--- src/hdl/linear_interp_resampler_top_defines.svh ---
// assertion macros for the linear interpolation resampler
`ifndef LINEAR_INTERP_RESAMPLER_TOP_DEFINES_SVH
`define LINEAR_INTERP_RESAMPLER_TOP_DEFINES_SVH

`ifndef NO_ASSERTIONS
`define LIR_ASSERT_SAME(lbl, ante, cons) \
    lbl: assert property (@(posedge clk) disable iff (!rst_n) (ante) |-> (cons)) \
        else $error("lir assertion failed");
`define LIR_ASSERT_NEXT(lbl, ante, cons) \
    lbl: assert property (@(posedge clk) disable iff (!rst_n) (ante) |=> (cons)) \
        else $error("lir assertion failed");
`else
`define LIR_ASSERT_SAME(lbl, ante, cons)
`define LIR_ASSERT_NEXT(lbl, ante, cons)
`endif

`endif

--- src/hdl/lir_pkg.sv ---
// shared constants and types for the linear interpolation resampler
package lir_pkg;

    localparam int MAX_CHANNELS  = 8;
    localparam int SAMPLE_BITS   = 24;
    localparam int FRAC_BITS     = 16;
    localparam int POS_BITS      = 25;
    localparam int STEP_BITS     = 25;
    localparam int CNT_BITS      = 4;
    localparam int CFG_IDX_BITS  = 1;
    localparam int CFG_DATA_BITS = 25;
    localparam int RUN_MAX       = 64;
    localparam int RUN_BITS      = $clog2(RUN_MAX);
    localparam int PROD_BITS     = SAMPLE_BITS + FRAC_BITS + 2;

    localparam logic [POS_BITS-1:0]    ONE_POS     = POS_BITS'(1) << FRAC_BITS;
    localparam logic [STEP_BITS-1:0]   STEP_MIN    = STEP_BITS'(ONE_POS >> 6);
    localparam logic [STEP_BITS-1:0]   STEP_MAX    = STEP_BITS'(ONE_POS << 8);
    localparam logic [STEP_BITS-1:0]   STEP_RESET  = STEP_BITS'(ONE_POS);
    localparam logic [CNT_BITS-1:0]    CHAN_RESET  = CNT_BITS'(2);
    localparam logic [CNT_BITS-1:0]    CHAN_MIN    = CNT_BITS'(1);
    localparam logic [CNT_BITS-1:0]    CHAN_MAX    = CNT_BITS'(MAX_CHANNELS);
    localparam logic [SAMPLE_BITS-1:0] SAMPLE_BIAS = SAMPLE_BITS'(1) << (SAMPLE_BITS - 1);
    localparam logic [RUN_BITS-1:0]    RUN_LAST    = RUN_BITS'(RUN_MAX - 1);
    localparam logic signed [PROD_BITS-1:0] ROUND_HALF =
        PROD_BITS'(1) << (FRAC_BITS - 1);

    localparam logic [CFG_IDX_BITS-1:0] REG_STEP          = CFG_IDX_BITS'(0);
    localparam logic [CFG_IDX_BITS-1:0] REG_CHANNEL_COUNT = CFG_IDX_BITS'(1);

    typedef logic [SAMPLE_BITS-1:0] sample_t;

    typedef struct packed {
        logic prime;
        logic skip;
        logic take;
        logic mul;
        logic load_out;
        logic finish;
    } lir_cmd_t;

    typedef struct packed {
        logic primed;
        logic pos_ahead;
        logic run_last;
    } lir_status_t;

endpackage

--- src/hdl/lir_ctrl.sv ---
// sequencer for the resampler: accept, multiply, sum and output handshake
module lir_ctrl
(
    input  logic                 clk,
    input  logic                 rst_n,
    input  logic                 in_valid,
    output logic                 in_stall,
    output logic                 out_valid,
    input  logic                 out_stall,
    input  lir_pkg::lir_status_t status,
    output lir_pkg::lir_cmd_t    cmd
);

    typedef enum logic [2:0]
    {
        ST_IDLE = 3'b001,
        ST_MUL  = 3'b010,
        ST_SUM  = 3'b100
    } state_t;

    state_t state_reg;
    state_t state_next;
    logic   out_valid_reg;
    logic   out_valid_next;
    logic   out_free;
    logic   in_take;

    assign in_stall = (state_reg != ST_IDLE);
    assign in_take  = in_valid && !in_stall;
    // output register can be loaded when empty or being emptied this cycle
    assign out_free = !out_valid_reg || !out_stall;

    always_comb
    begin
        cmd        = '0;
        state_next = state_reg;
        unique case (state_reg)
            ST_IDLE:
            begin
                if (in_take)
                begin
                    if (!status.primed)
                        cmd.prime = 1'b1;
                    else if (status.pos_ahead)
                        cmd.skip = 1'b1;
                    else
                    begin
                        cmd.take   = 1'b1;
                        state_next = ST_MUL;
                    end
                end
            end
            ST_MUL:
            begin
                cmd.mul    = 1'b1;
                state_next = ST_SUM;
            end
            ST_SUM:
            begin
                if (out_free)
                begin
                    cmd.load_out = 1'b1;
                    if (status.run_last)
                    begin
                        cmd.finish = 1'b1;
                        state_next = ST_IDLE;
                    end
                    else
                        state_next = ST_MUL;
                end
            end
            default:
            begin
                state_next = ST_IDLE;
            end
        endcase
    end

    always_comb
    begin
        if (cmd.load_out)
            out_valid_next = 1'b1;
        else if (out_valid_reg && !out_stall)
            out_valid_next = 1'b0;
        else
            out_valid_next = out_valid_reg;
    end

    always_ff @(posedge clk or negedge rst_n)
    begin
        if (!rst_n)
        begin
            state_reg     <= ST_IDLE;
            out_valid_reg <= 1'b0;
        end
        else
        begin
            state_reg     <= state_next;
            out_valid_reg <= out_valid_next;
        end
    end

    assign out_valid = out_valid_reg;

endmodule

--- config.mk ---
export PLATFORM = sky130hd
export DESIGN_NAME = lir_ctrl
export DESIGN_NICKNAME = d
export VERILOG_FILES = /design/src/hdl/linear_interp_resampler_top_defines.svh /design/src/hdl/lir_pkg.sv /design/src/hdl/lir_ctrl.sv
export SDC_FILE = /design/constraint.sdc
export NUM_CORES = 1
export LEC_CHECK = 0
export BUFFER_PORTS_ARGS = -buffer_cell sky130_fd_sc_hd__buf_2
export CAP_MARGIN = 20
export CORE_AREA = 10 10 47 49
export CTS_BUF_LIST = sky130_fd_sc_hd__clkbuf_4 sky130_fd_sc_hd__clkbuf_8
export DETAILED_ROUTE_END_ITERATION = 12
export DIE_AREA = 0 0 57 59
export PLACE_DENSITY = 0.41
export SLEW_MARGIN = 10
export SYNTH_ARGS = -nofsm -noshare
export SYNTH_HDL_FRONTEND = slang
export SYNTH_SLANG_ARGS = --single-unit
--- constraint.sdc ---
create_clock -name clk -period 1.5 [get_ports clk]
set_clock_uncertainty 0.1 [all_clocks]
set_input_delay 0.075 -clock clk [delete_from_list [all_inputs] [get_ports clk]]
set_output_delay 0.075 -clock clk [all_outputs]
set_load 0.03 [all_outputs]
Word level (Yosys, flattened, before mapping)
Index checks and enable logic that the tools add are counted.
Word-level totals
  bits in registers: 4
  bits of input ports: 7
Operators by class
  muxes and demuxes: 18
  reductions and logical operators: 8
  equal/unequal tests: 8
Operators with widths (count)
  3-bit 2-to-1 mux: 6
  3-bit one-hot mux with 3 select lines: 1
  2-bit 2-to-1 mux: 4
  2-bit inequality test, second input constant: 4
  1-bit 2-to-1 mux: 7
  4-bit AND reduction: 1
  3-bit by 1-bit == test with 1-bit output, second input constant: 1
  3-bit by 2-bit == test with 1-bit output, second input constant: 1
  3-bit == test, second input constant: 1
  1-bit zero test: 3
  3-bit by 1-bit inequality test with 1-bit output, second input constant: 1
  1-bit logical AND: 2
  2-bit nonzero test: 1
  1-bit logical OR: 1

Longest topological paths before layout
Gate-level depths: netlist (run 1).
  word-level depth: 5
  depth in mapped cells: 3
  mapped depth without buffers: 3

Worst setup path before layout (run 1)
OpenSTA, ideal clock, no wires.
  kind: reg2out
  from: reg state_reg[0]
  to: out cmd[5] in the netlist's numbering
  data arrival time: 1.771 ns
  cell stages (with the launch flop): 3
  slack: -0.446 ns
  cells stage by stage: dfstp_2 -> or3b_4 -> nor3b_1
RTL lines
  start, declared: RTL line lir_ctrl.sv:21  | state_t state_reg;
  start signal, assigned: RTL line lir_ctrl.sv:98  | state_reg <= state_next;
  end, declared: RTL line lir_ctrl.sv:11  | output lir_pkg::lir_cmd_t cmd

==> results of run 1 <==
-- critical path, stage by stage, from the launching register on --
cell and delay (ps):
dfstp_2 520, or3b_4 410, nor3_4 210, buf_6 160
-- power groups by stage --
stage	logic, mW	clock network [mW]	registers, mW
finish	0.0716	0.164	0.115
global route	0.0769	0.179	0.115
CTS	0.0716	0.173	0.114
detailed placement	0.0582	0	0.116
global placement	0.0583	0	0.116
floorplan	0.0323	0	0.116
-- per-layer routing --
layer  vias to the layer above  part of all wire [%]
met1                       127                    32
met4                         0                   1.7
met5                         -                     0
li1                        130                     -
met3                         2                   4.2
met2                         5                    62
-- area by class of cell --
cell class	instances	area (um2)
sequential	4	101
timing repair buffer	20	148
fill	153	940
clock buffer	4	30.0
tap	16	20.0
multi-input combinational	19	163
-- logic make-up (layout without fill, tap and decap cells) --
family                 after synthesis  after routing
AND/OR/NAND/NOR                     15             15
AO/OA/AOI/OAI                        3              3
buffers and inverters                1             24
multiplexers                         1              1
flip-flops                           4              4
-- worst min path at each step --
stage | end
floorplan | out_valid
global placement | out_valid
CTS | out_valid
finish | out_valid
global route | state_reg[1]
detailed placement | state_reg[1]
-- layout by cell type (no fill, tap or decap) --
cell type,count
nor3b_2,1
and2_4,1
a21oi_1,1
nor3_2,1
mux2_2,1
nor3_4,1
o22a_1,1
dlygate4sd3_1,1
buf_2,8
buf_4,7
nor3b_4,1
dfrtp_1,3
nor2_1,3
dfstp_2,1
nand3_1,2
nand2_1,3
or3b_4,2
clkbuf_4,4
a21oi_4,1
buf_6,4
-- per-stage QoR --
stage               total power [mW]  utilization [%]
finish                         0.351             32.9
global route                   0.371             32.9
CTS                            0.359             31.7
detailed placement             0.174             24.7
global placement               0.175             24.7
floorplan                      0.149                -
-- timing repair --
item | in CTS | in global routing
pin swaps | 4 | 1
endpoints found under the hold margin | 4 | 0
hold buffers | 1 | 0
gates resized for setup | 11 | 6
setup endpoints to repair | 7 | 8
setup buffers | 4 | 0
==> run metrics, run 1 <==
outcome=complete, but fails checks; failing checks=setup timing; clk_lat worst skew=about 240 ps; Max Clock Freq=approximately 590 MHz; Final ANT Viol Nets=0; Detailed Route WL=692 um; Syn Area/Cell=9.85 um2; top cells by area, synth=dfrtp_1 32%, dfstp_2 11%, or3b_4 9.5%; clock slew at reported path FFs=around 40 ps; Syn Inst Count=24; peak supply drop=388 uV; Synth top area share=between 30% and 40%; critical-path maximum fanout=4; CP Launch Point=state_reg[0]; CTS buffer count=3; layout cell share with drive strength beyond 1=70.2%; crit path capture type=primary output; sequential area share after synthesis=between 40% and 50%; Top FF cell, synth=dfrtp_1; max FFs per register=3; Avg WL per Cell=11.0 um; slew at the pin closest to its max-slew limit=approximately 190 ps; max-slew violation count=0; fin nets=55; port buffer count=14; path depth of the worst reg2reg path=4; placed cell areas=between 300 and 400 um2; Period minus WS final=1700 ps; reg2reg setup slack=-30 ps; Synthesis Warnings=0; gr ovfl total=0; Place WS=-24.8 ps; Compound-Gate Fraction of Synth Area=between 7 and 8%; Placed Cells=56; Synth Cell Area=around 240 um2; Reg2Reg Launch Point=state_reg[0]; IO Pins=15; r2r endpoint=state_reg[1]; Synth area leader=dfrtp_1; crit start category=flip-flop; Comb pwr share=20.4%; hold depth=3; number of synthesized flops with an enable pin=0; syn nets=31; critical setup path kind=reg -> out; RSZ-0062 raised after global routing=yes; largest family of logic cells by synthesized area=simple AND/OR/NAND/NOR gates; met1 Resource Use GR=just over 3%; post-synthesis async set-or-reset flop share=100%; drt pass-1 iters=4; adder-cell area share of the yosys netlist=0%; NetSw=approximately 0.087 mW; H-tree Lvls=1; Post-Synth XOR/XNOR Area=0%; period utilization=113%; Final setup violation count=7; CTS tree=yes; Finished Layout Cells=63; Area Overhead vs Synth=95.2%; Clock Tree Buf Depth=2; number of global-route vias before repair=288; post-route cell area=about 460 um2; Static Leak=0.218 nW; via count=264; Root Buffer=clkbuf_4; DRC Markers=0; row cnt=14; routability cong.=0.699; die height=59 um; M2 GR Usage=8.53%; final-report hold violation count=0; Sink Count=4; Sequential Power Share=approximately a third; Hold Slack=51.4 ps; drt initial violations=2; wire length of the first global-routing pass=1120 um; worst hold path class=in -> reg; Max-Cap Viols=0; Slew HR=87.7%; global routing's busiest layer=met2; Synth cell types=14; pin count of the biggest net entering global routing=6; met3 Track Usage GR=2.15%; Pint=approximately 0.26 mW; diode count=0; core area=1400 um2; WP data arrival=1530 ps; mux contribution to synthesized area=4.76%; CP Capture Point=cmd[3]; Via density=4.19; Power per Cell Area=760 nW/um2; simple-gate portion of the synthesized area=41.3%; initial antenna violation count=0; Sw Share=24.8%; setup slack after layout=-202 ps; Req. time, crit path=approximately 1300 ps; hold path start=out_stall; Total Routing Usage GR=4.32%; DIE AREA=3360 um2; top cells by instance count after synthesis=3 x dfrtp_1, 3 x nand2_1, 3 x nor2_1; Die X-Extent=57 um; Total Neg Setup Slack=-785 ps; clock share of power=46.9%; FF+latch count, synth=4; Initial Utilization=16.9%
Note: power is estimated with default switching activity, not from simulation.
==> inputs of run 2 (changes only) <==
--- a/config.mk
+++ b/config.mk
@@ -16,3 +16,4 @@
 export SYNTH_ARGS = -nofsm -noshare
 export SYNTH_HDL_FRONTEND = slang
 export SYNTH_SLANG_ARGS = --single-unit
+export TNS_END_PERCENT = 20
==> constraint.sdc (replaced) <==
create_clock -name clk -period 1.5 [get_ports clk]
set_clock_uncertainty 0.1 [all_clocks]
set_input_delay 0.3 -clock clk [delete_from_list [all_inputs] [get_ports clk]]
set_output_delay 0.3 -clock clk [all_outputs]
set_load 0.03 [all_outputs]
==> run 2 against run 1 <==
Against the previous run: non-clock buffer count is 1 higher; setup slack worse by 200 ps; critical endpoint is now cmd[5]; the flow still finishes with violations (setup timing); critical path type unchanged; flip-flop and latch count stayed put; first-iteration DRC count is 100% lower.
==> run metrics, run 2 (synthesis gave the netlist of run 1 again) <==
outcome=complete, but fails checks; failing checks=setup timing; most frequent cells in the layout=8 x buf_2, 6 x buf_6, 6 x buf_4; slew at the pin closest to its max-slew limit=165 ps (-19.8 ps); Initial Utilization=16.9% (unchanged); Final ANT Viol Nets=0 (unchanged); Power per Cell Area=751 nW/um2 (-1.2%); initial antenna violation count=0 (unchanged); gr ovfl total=0 (unchanged); via count=263 (-0.38%); Hold Slack=270 ps (+218 ps); WP data arrival=1500 ps (-30 ps); drt initial violations=0 (-2); crit start category=flip-flop; placed cell areas=378 um2 (+9.0%); Detailed Route WL=649 um (-6.2%); DIE AREA=3360 um2 (unchanged); wire length of the first global-routing pass=1060 um (-5.5%); Reg2Reg Launch Point=state_reg[0]; final-report hold violation count=0 (unchanged); Max-Cap Viols=0 (unchanged); core area=1400 um2 (unchanged); post-route cell area=470 um2 (+1.9%); CTS tree=yes; worst hold path class=in -> reg; Clock Tree Buf Depth=2 (unchanged); pin count of the biggest net entering global routing=5 (-1); Avg WL per Cell=10.1 um (-7.7%); setup slack after layout=-403 ps (-201 ps); Place WS=-226 ps (-202 ps); clk_lat worst skew=240 ps (about the same); die height=59 um (unchanged); max FFs per register=3 (unchanged); RSZ-0062 raised after global routing=yes; CP Launch Point=state_reg[0]; Max Clock Freq=525 MHz (-11%); Slew HR=88.9% (+1.2 points); row cnt=14 (unchanged); max-slew violation count=0 (unchanged); critical setup path kind=reg -> out; IO Pins=15 (unchanged); drt pass-1 iters=1 (-3); Via density=4.11 (-1.9%); hold path start=out_stall; postcts setup bufs=0 (-4); Req. time, crit path=1100 ps (-220 ps); Period minus WS final=1900 ps (+201 ps); CTS buffer count=3 (unchanged); Die X-Extent=57 um (unchanged); fin nets=56 (+1.8%); Area Overhead vs Synth=98.9%; clock slew at reported path FFs=40 ps (about the same); Total Routing Usage GR=3.97% (-0.35 points); Static Leak=0.224 nW (+3.1%); crit path capture type=primary output; DRC Markers=0 (unchanged); port buffer count=14 (unchanged); routability cong.=0.666 (-4.7%); Final setup violation count=7 (unchanged); H-tree Lvls=1 (unchanged); number of global-route vias before repair=283 (-1.7%); Pwr Total=0.353 mW (+0.71%); Sink Count=4 (unchanged); diode count=0 (unchanged); period utilization=127% (+13 points); Detail Placement HPWL=584 um; critical-path maximum fanout=4 (unchanged); peak supply drop=372 uV (-4.3%); hold depth=3 (unchanged); most common cell after layout, fill and taps aside=buf_2; layout cell share with drive strength beyond 1=68.8% (-1.5 points); Root Buffer=clkbuf_4; path depth of the worst reg2reg path=4 (unchanged)
## run 2: layer usage
metal | up-vias | global-route usage (%) | share of wire, %
li1 | 133 | - | -
met1 | 127 | 3.32 | 33
met2 | 3 | 7.44 | 63
met3 | 0 | 1.50 | 4.3
met4 | 0 | 3.02 | 0
met5 | - | 0 | 0
## run 2: report_power, final
part / internal (mW) / leakage (nW) / total (mW) / switching, mW
Combinational: 0.0362 / 0.154 / 0.0753 / 0.0391
Clock: 0.118 / 0.0184 / 0.163 / 0.0455
Sequential: 0.112 / 0.0520 / 0.114 / 0.00205
## run 2: cell type report
class | instances | area (um2)
clock buffers | 4 | 30.0
fillers | 163 | 931
multi-input cells | 19 | 156
flip-flops and latches | 4 | 101
well taps | 16 | 20.0
repair buffers | 21 | 163
## run 2: critical path: stages (launching register included)
cell and delay, ps:
dfstp_2 510, or3b_4 420, nor3b_4 190, buf_6 150
## run 2: worst paths after layout
| check | end | slack [ps] |
|---|---|---|
| worst min register to register | out_valid | 510 |
| max in group asynchronous | state_reg[0] | 800 |
| worst max-delay path | cmd[5] | -400 |
| worst min-delay path | out_valid | 270 |
| min in group asynchronous | out_valid | 290 |
| worst max register to register | state_reg[1] | 20 |
## run 2: timing repair
action / 4_1_cts / 5_1_grt
hold buffers: 1 / 0
endpoints found under the hold margin: 4 / 0
cloned: 0 / 0
endpoints found under the setup margin: 8 / 8
pin swaps: 3 / 1
gates resized for setup: 15 / 0
## run 2: through the flow
step / util, % / instances / setup TNS [ps]
2_1_floorplan: - / 24 / -1430
3_3_place_gp: 27.0 / 59 / -886
3_5_place_dp: 27.0 / 59 / -949
4_1_cts: 33.6 / 64 / -2220
5_1_grt: 33.6 / 64 / -2450
6_report: 33.6 / 64 / -2100
==> inputs of run 3 (changes only) <==
--- a/config.mk
+++ b/config.mk
@@ -5,13 +5,14 @@
 export SDC_FILE = /design/constraint.sdc
 export NUM_CORES = 1
 export LEC_CHECK = 0
+export ABC_AREA = 1
 export BUFFER_PORTS_ARGS = -buffer_cell sky130_fd_sc_hd__buf_2
 export CAP_MARGIN = 20
 export CORE_AREA = 10 10 47 49
 export CTS_BUF_LIST = sky130_fd_sc_hd__clkbuf_4 sky130_fd_sc_hd__clkbuf_8
 export DETAILED_ROUTE_END_ITERATION = 12
 export DIE_AREA = 0 0 57 59
-export PLACE_DENSITY = 0.41
+export PLACE_DENSITY = 0.45
 export SLEW_MARGIN = 10
 export SYNTH_ARGS = -nofsm -noshare
 export SYNTH_HDL_FRONTEND = slang
==> run 3 against run 2 <==
Against the previous run: the run still ends with setup timing left; fmax is 17% higher; via count increased by 17%; critical path depth is 2 higher; largest cell class is now multi-input gates.
==> run metrics, run 3 <==
peak supply drop=738 uV (+99%); Hold Slack=224 ps (-45.7 ps); CP Cell Sequence=nand3_4 -> inv_4 -> nand2_4 -> nor2_4 -> buf_6; pin count of the biggest net entering global routing=5 (unchanged); hold path start=out_stall; Synth Cell Area=279 um2 (+18%); clock slew at reported path FFs=50 ps (about the same); Final setup violation count=5 (-2); number of global-route vias before repair=328 (+16%); layout cell share with drive strength beyond 1=65.2% (-3.6 points); path depth of the worst reg2reg path=8 (+4); most frequent cells in the layout=9 x nand2_1, 8 x buf_2, 7 x buf_4; setup slack after layout=-127 ps (+277 ps); Syn Area/Cell=6.49 um2 (-34%); Area Overhead vs Synth=86.1%; Clock Tree Buf Depth=2 (unchanged); Die X-Extent=57 um (unchanged); clk_lat worst skew=240 ps (about the same); worst path bufs/invs=2 (+1); worst hold path class=in -> reg; syn nets=50 (+61%); Synth top area share=26.9% (-4.8 points); Final ANT Viol Nets=0 (unchanged); FF+latch count, synth=4 (unchanged); DRC Markers=0 (unchanged); die height=59 um (unchanged); critical-path maximum fanout=4 (unchanged); fin util=37.1% (+3.5 points); count leader, synth=nand2_1; Pwr Total=0.998 mW (+180%); crit path capture type=primary output; hold depth=3 (unchanged); critical setup path kind=reg -> out; Sink Count=4 (unchanged); CP delay by family, top=flip-flops; Avg WL per Cell=9.11 um (-10%); drt initial violations=2 (+2); Hold Path End=out_valid; Period minus WS final=1630 ps (-277 ps); Synth area leader=dfrtp_1; via count=308 (+17%); post-synthesis async set-or-reset flop share=100% (unchanged); Detailed Route WL=747 um (+15%); outcome=complete, but fails checks; top cells by instance count after synthesis=11 x nand2_1, 7 x inv_1, 7 x nor2_1; crit-path max cell delay=550 ps (+40 ps); DIE AREA=3360 um2 (unchanged); Power per Cell Area=1920 nW/um2 (+160%); Top FF cell, synth=dfrtp_1; max FFs per register=3 (unchanged); Slew HR=89.4% (+0.53 points); Syn Inst Count=43 (+79%); max-slew violation count=0 (unchanged); Via density=3.76 (-8.6%); most common cell after layout, fill and taps aside=nand2_1; Root Buffer=clkbuf_4; H-tree Lvls=1 (unchanged); WP data arrival=1230 ps (-270 ps); IO Pins=15 (unchanged); core area=1400 um2 (unchanged); RSZ-0062 raised after global routing=yes; Synth cell types=13 (-1); fin nets=74 (+32%); initial antenna violation count=0 (unchanged); crit start category=flip-flop; slew at the pin closest to its max-slew limit=160 ps (-5.62 ps); Req. time, crit path=1100 ps (about the same); diode count=0 (unchanged); Max-Cap Viols=0 (unchanged); r2r endpoint=state_reg[0]; wire length of the first global-routing pass=1310 um (+23%); top cells by area, synth=dfrtp_1 27%, nand2_1 15%, dfstp_2 9.4%; failing checks=setup timing; sequential area share after synthesis=36.3% (-6.5 points); Reg2Reg Launch Point=state_reg[0]; Static Leak=0.296 nW (+32%); row cnt=14 (unchanged); Max Clock Freq=615 MHz (+17%); CP max stage cell=dfstp_2; drt pass-1 iters=2 (+1); Synthesis Warnings=0 (unchanged); CTS tree=yes; Total Routing Usage GR=4.67% (+0.69 points); reg2reg setup slack=70 ps (+50 ps); routability cong.=0.769 (+16%); Initial Utilization=19.9% (+3.0 points); CTS buffer count=3 (unchanged); Total Neg Setup Slack=-347 ps (+1760 ps); Place WS=14.7 ps (+241 ps); gr ovfl total=0 (unchanged); port buffer count=14 (unchanged); Detail Placement HPWL=599 um (+2.6%); number of synthesized flops with an enable pin=0 (unchanged); period utilization=108% (-18 points); final-report hold violation count=0 (unchanged)
## run 3: how the worst max path moves through the flow
stage | slack (ps) | cells after the start | from | end
finish | -130 | 5 | state_reg[0] | cmd[4]
global route | -200 | 5 | state_reg[0] | cmd[5]
CTS | -130 | 5 | state_reg[0] | cmd[4]
detailed placement | 10 | 5 | state_reg[0] | cmd[4]
global placement | 30 | 5 | state_reg[0] | cmd[4]
floorplan | -20 | 3 | out_valid | cmd[0]
## run 3: report_power, final
part / total, mW / internal [mW] / switching [mW]
logic: 0.634 / 0.271 / 0.362
clock network: 0.163 / 0.118 / 0.0455
registers: 0.201 / 0.162 / 0.0387
total: 0.998 / 0.552 / 0.446
## run 3: area by class of cell
class                   instances  area [um2]
clock buffers                   4        30.0
fillers                       162         882
inverters                      10        40.0
multi-input cells              28         180
flip-flops and latches          4         101
well taps                      16        20.0
repair buffers                 20         148
## run 3: worst reg2reg max path: stages (launching register included)
cell and delay [ps]:
dfstp_2 550, nand3_4 100, buf_4 150, buf_4 120, buf_4 130, nand3_1 70, nand2_1 50, nand2_1 50
nand2_1 40
## run 3: routing by layer
metal / global-route usage (%) / wire [um] / vias to the layer above
met5: 0 / 0 / -
met4: 2.01 / 0 / 0
met3: 2.15 / 60 / 0
met2: 8.37 / 387 / 8
met1: 4.51 / 299 / 129
li1: - / - / 171
## run 3: cells by family after synthesis
logic type	count (synthesis)	share of synthesized area, %
buf+inv	11	16.1
flops	4	36.3
compound gates	1	3.14
simple gates	27	44.4
## run 3: through the flow
stage	instance area, um2	instances
6_report	519	82
5_1_grt	519	82
4_1_cts	499	80
3_5_place_dp	409	74
3_3_place_gp	409	74
2_1_floorplan	312	43
## run 3: timing repair
action / in CTS / in global routing
hold buffers: 1 / 0
setup endpoints to repair: 6 / 7
resized for setup: 13 / 3
pin swaps: 2 / 0
setup buffers: 1 / 2
endpoints found under the hold margin: 4 / 0
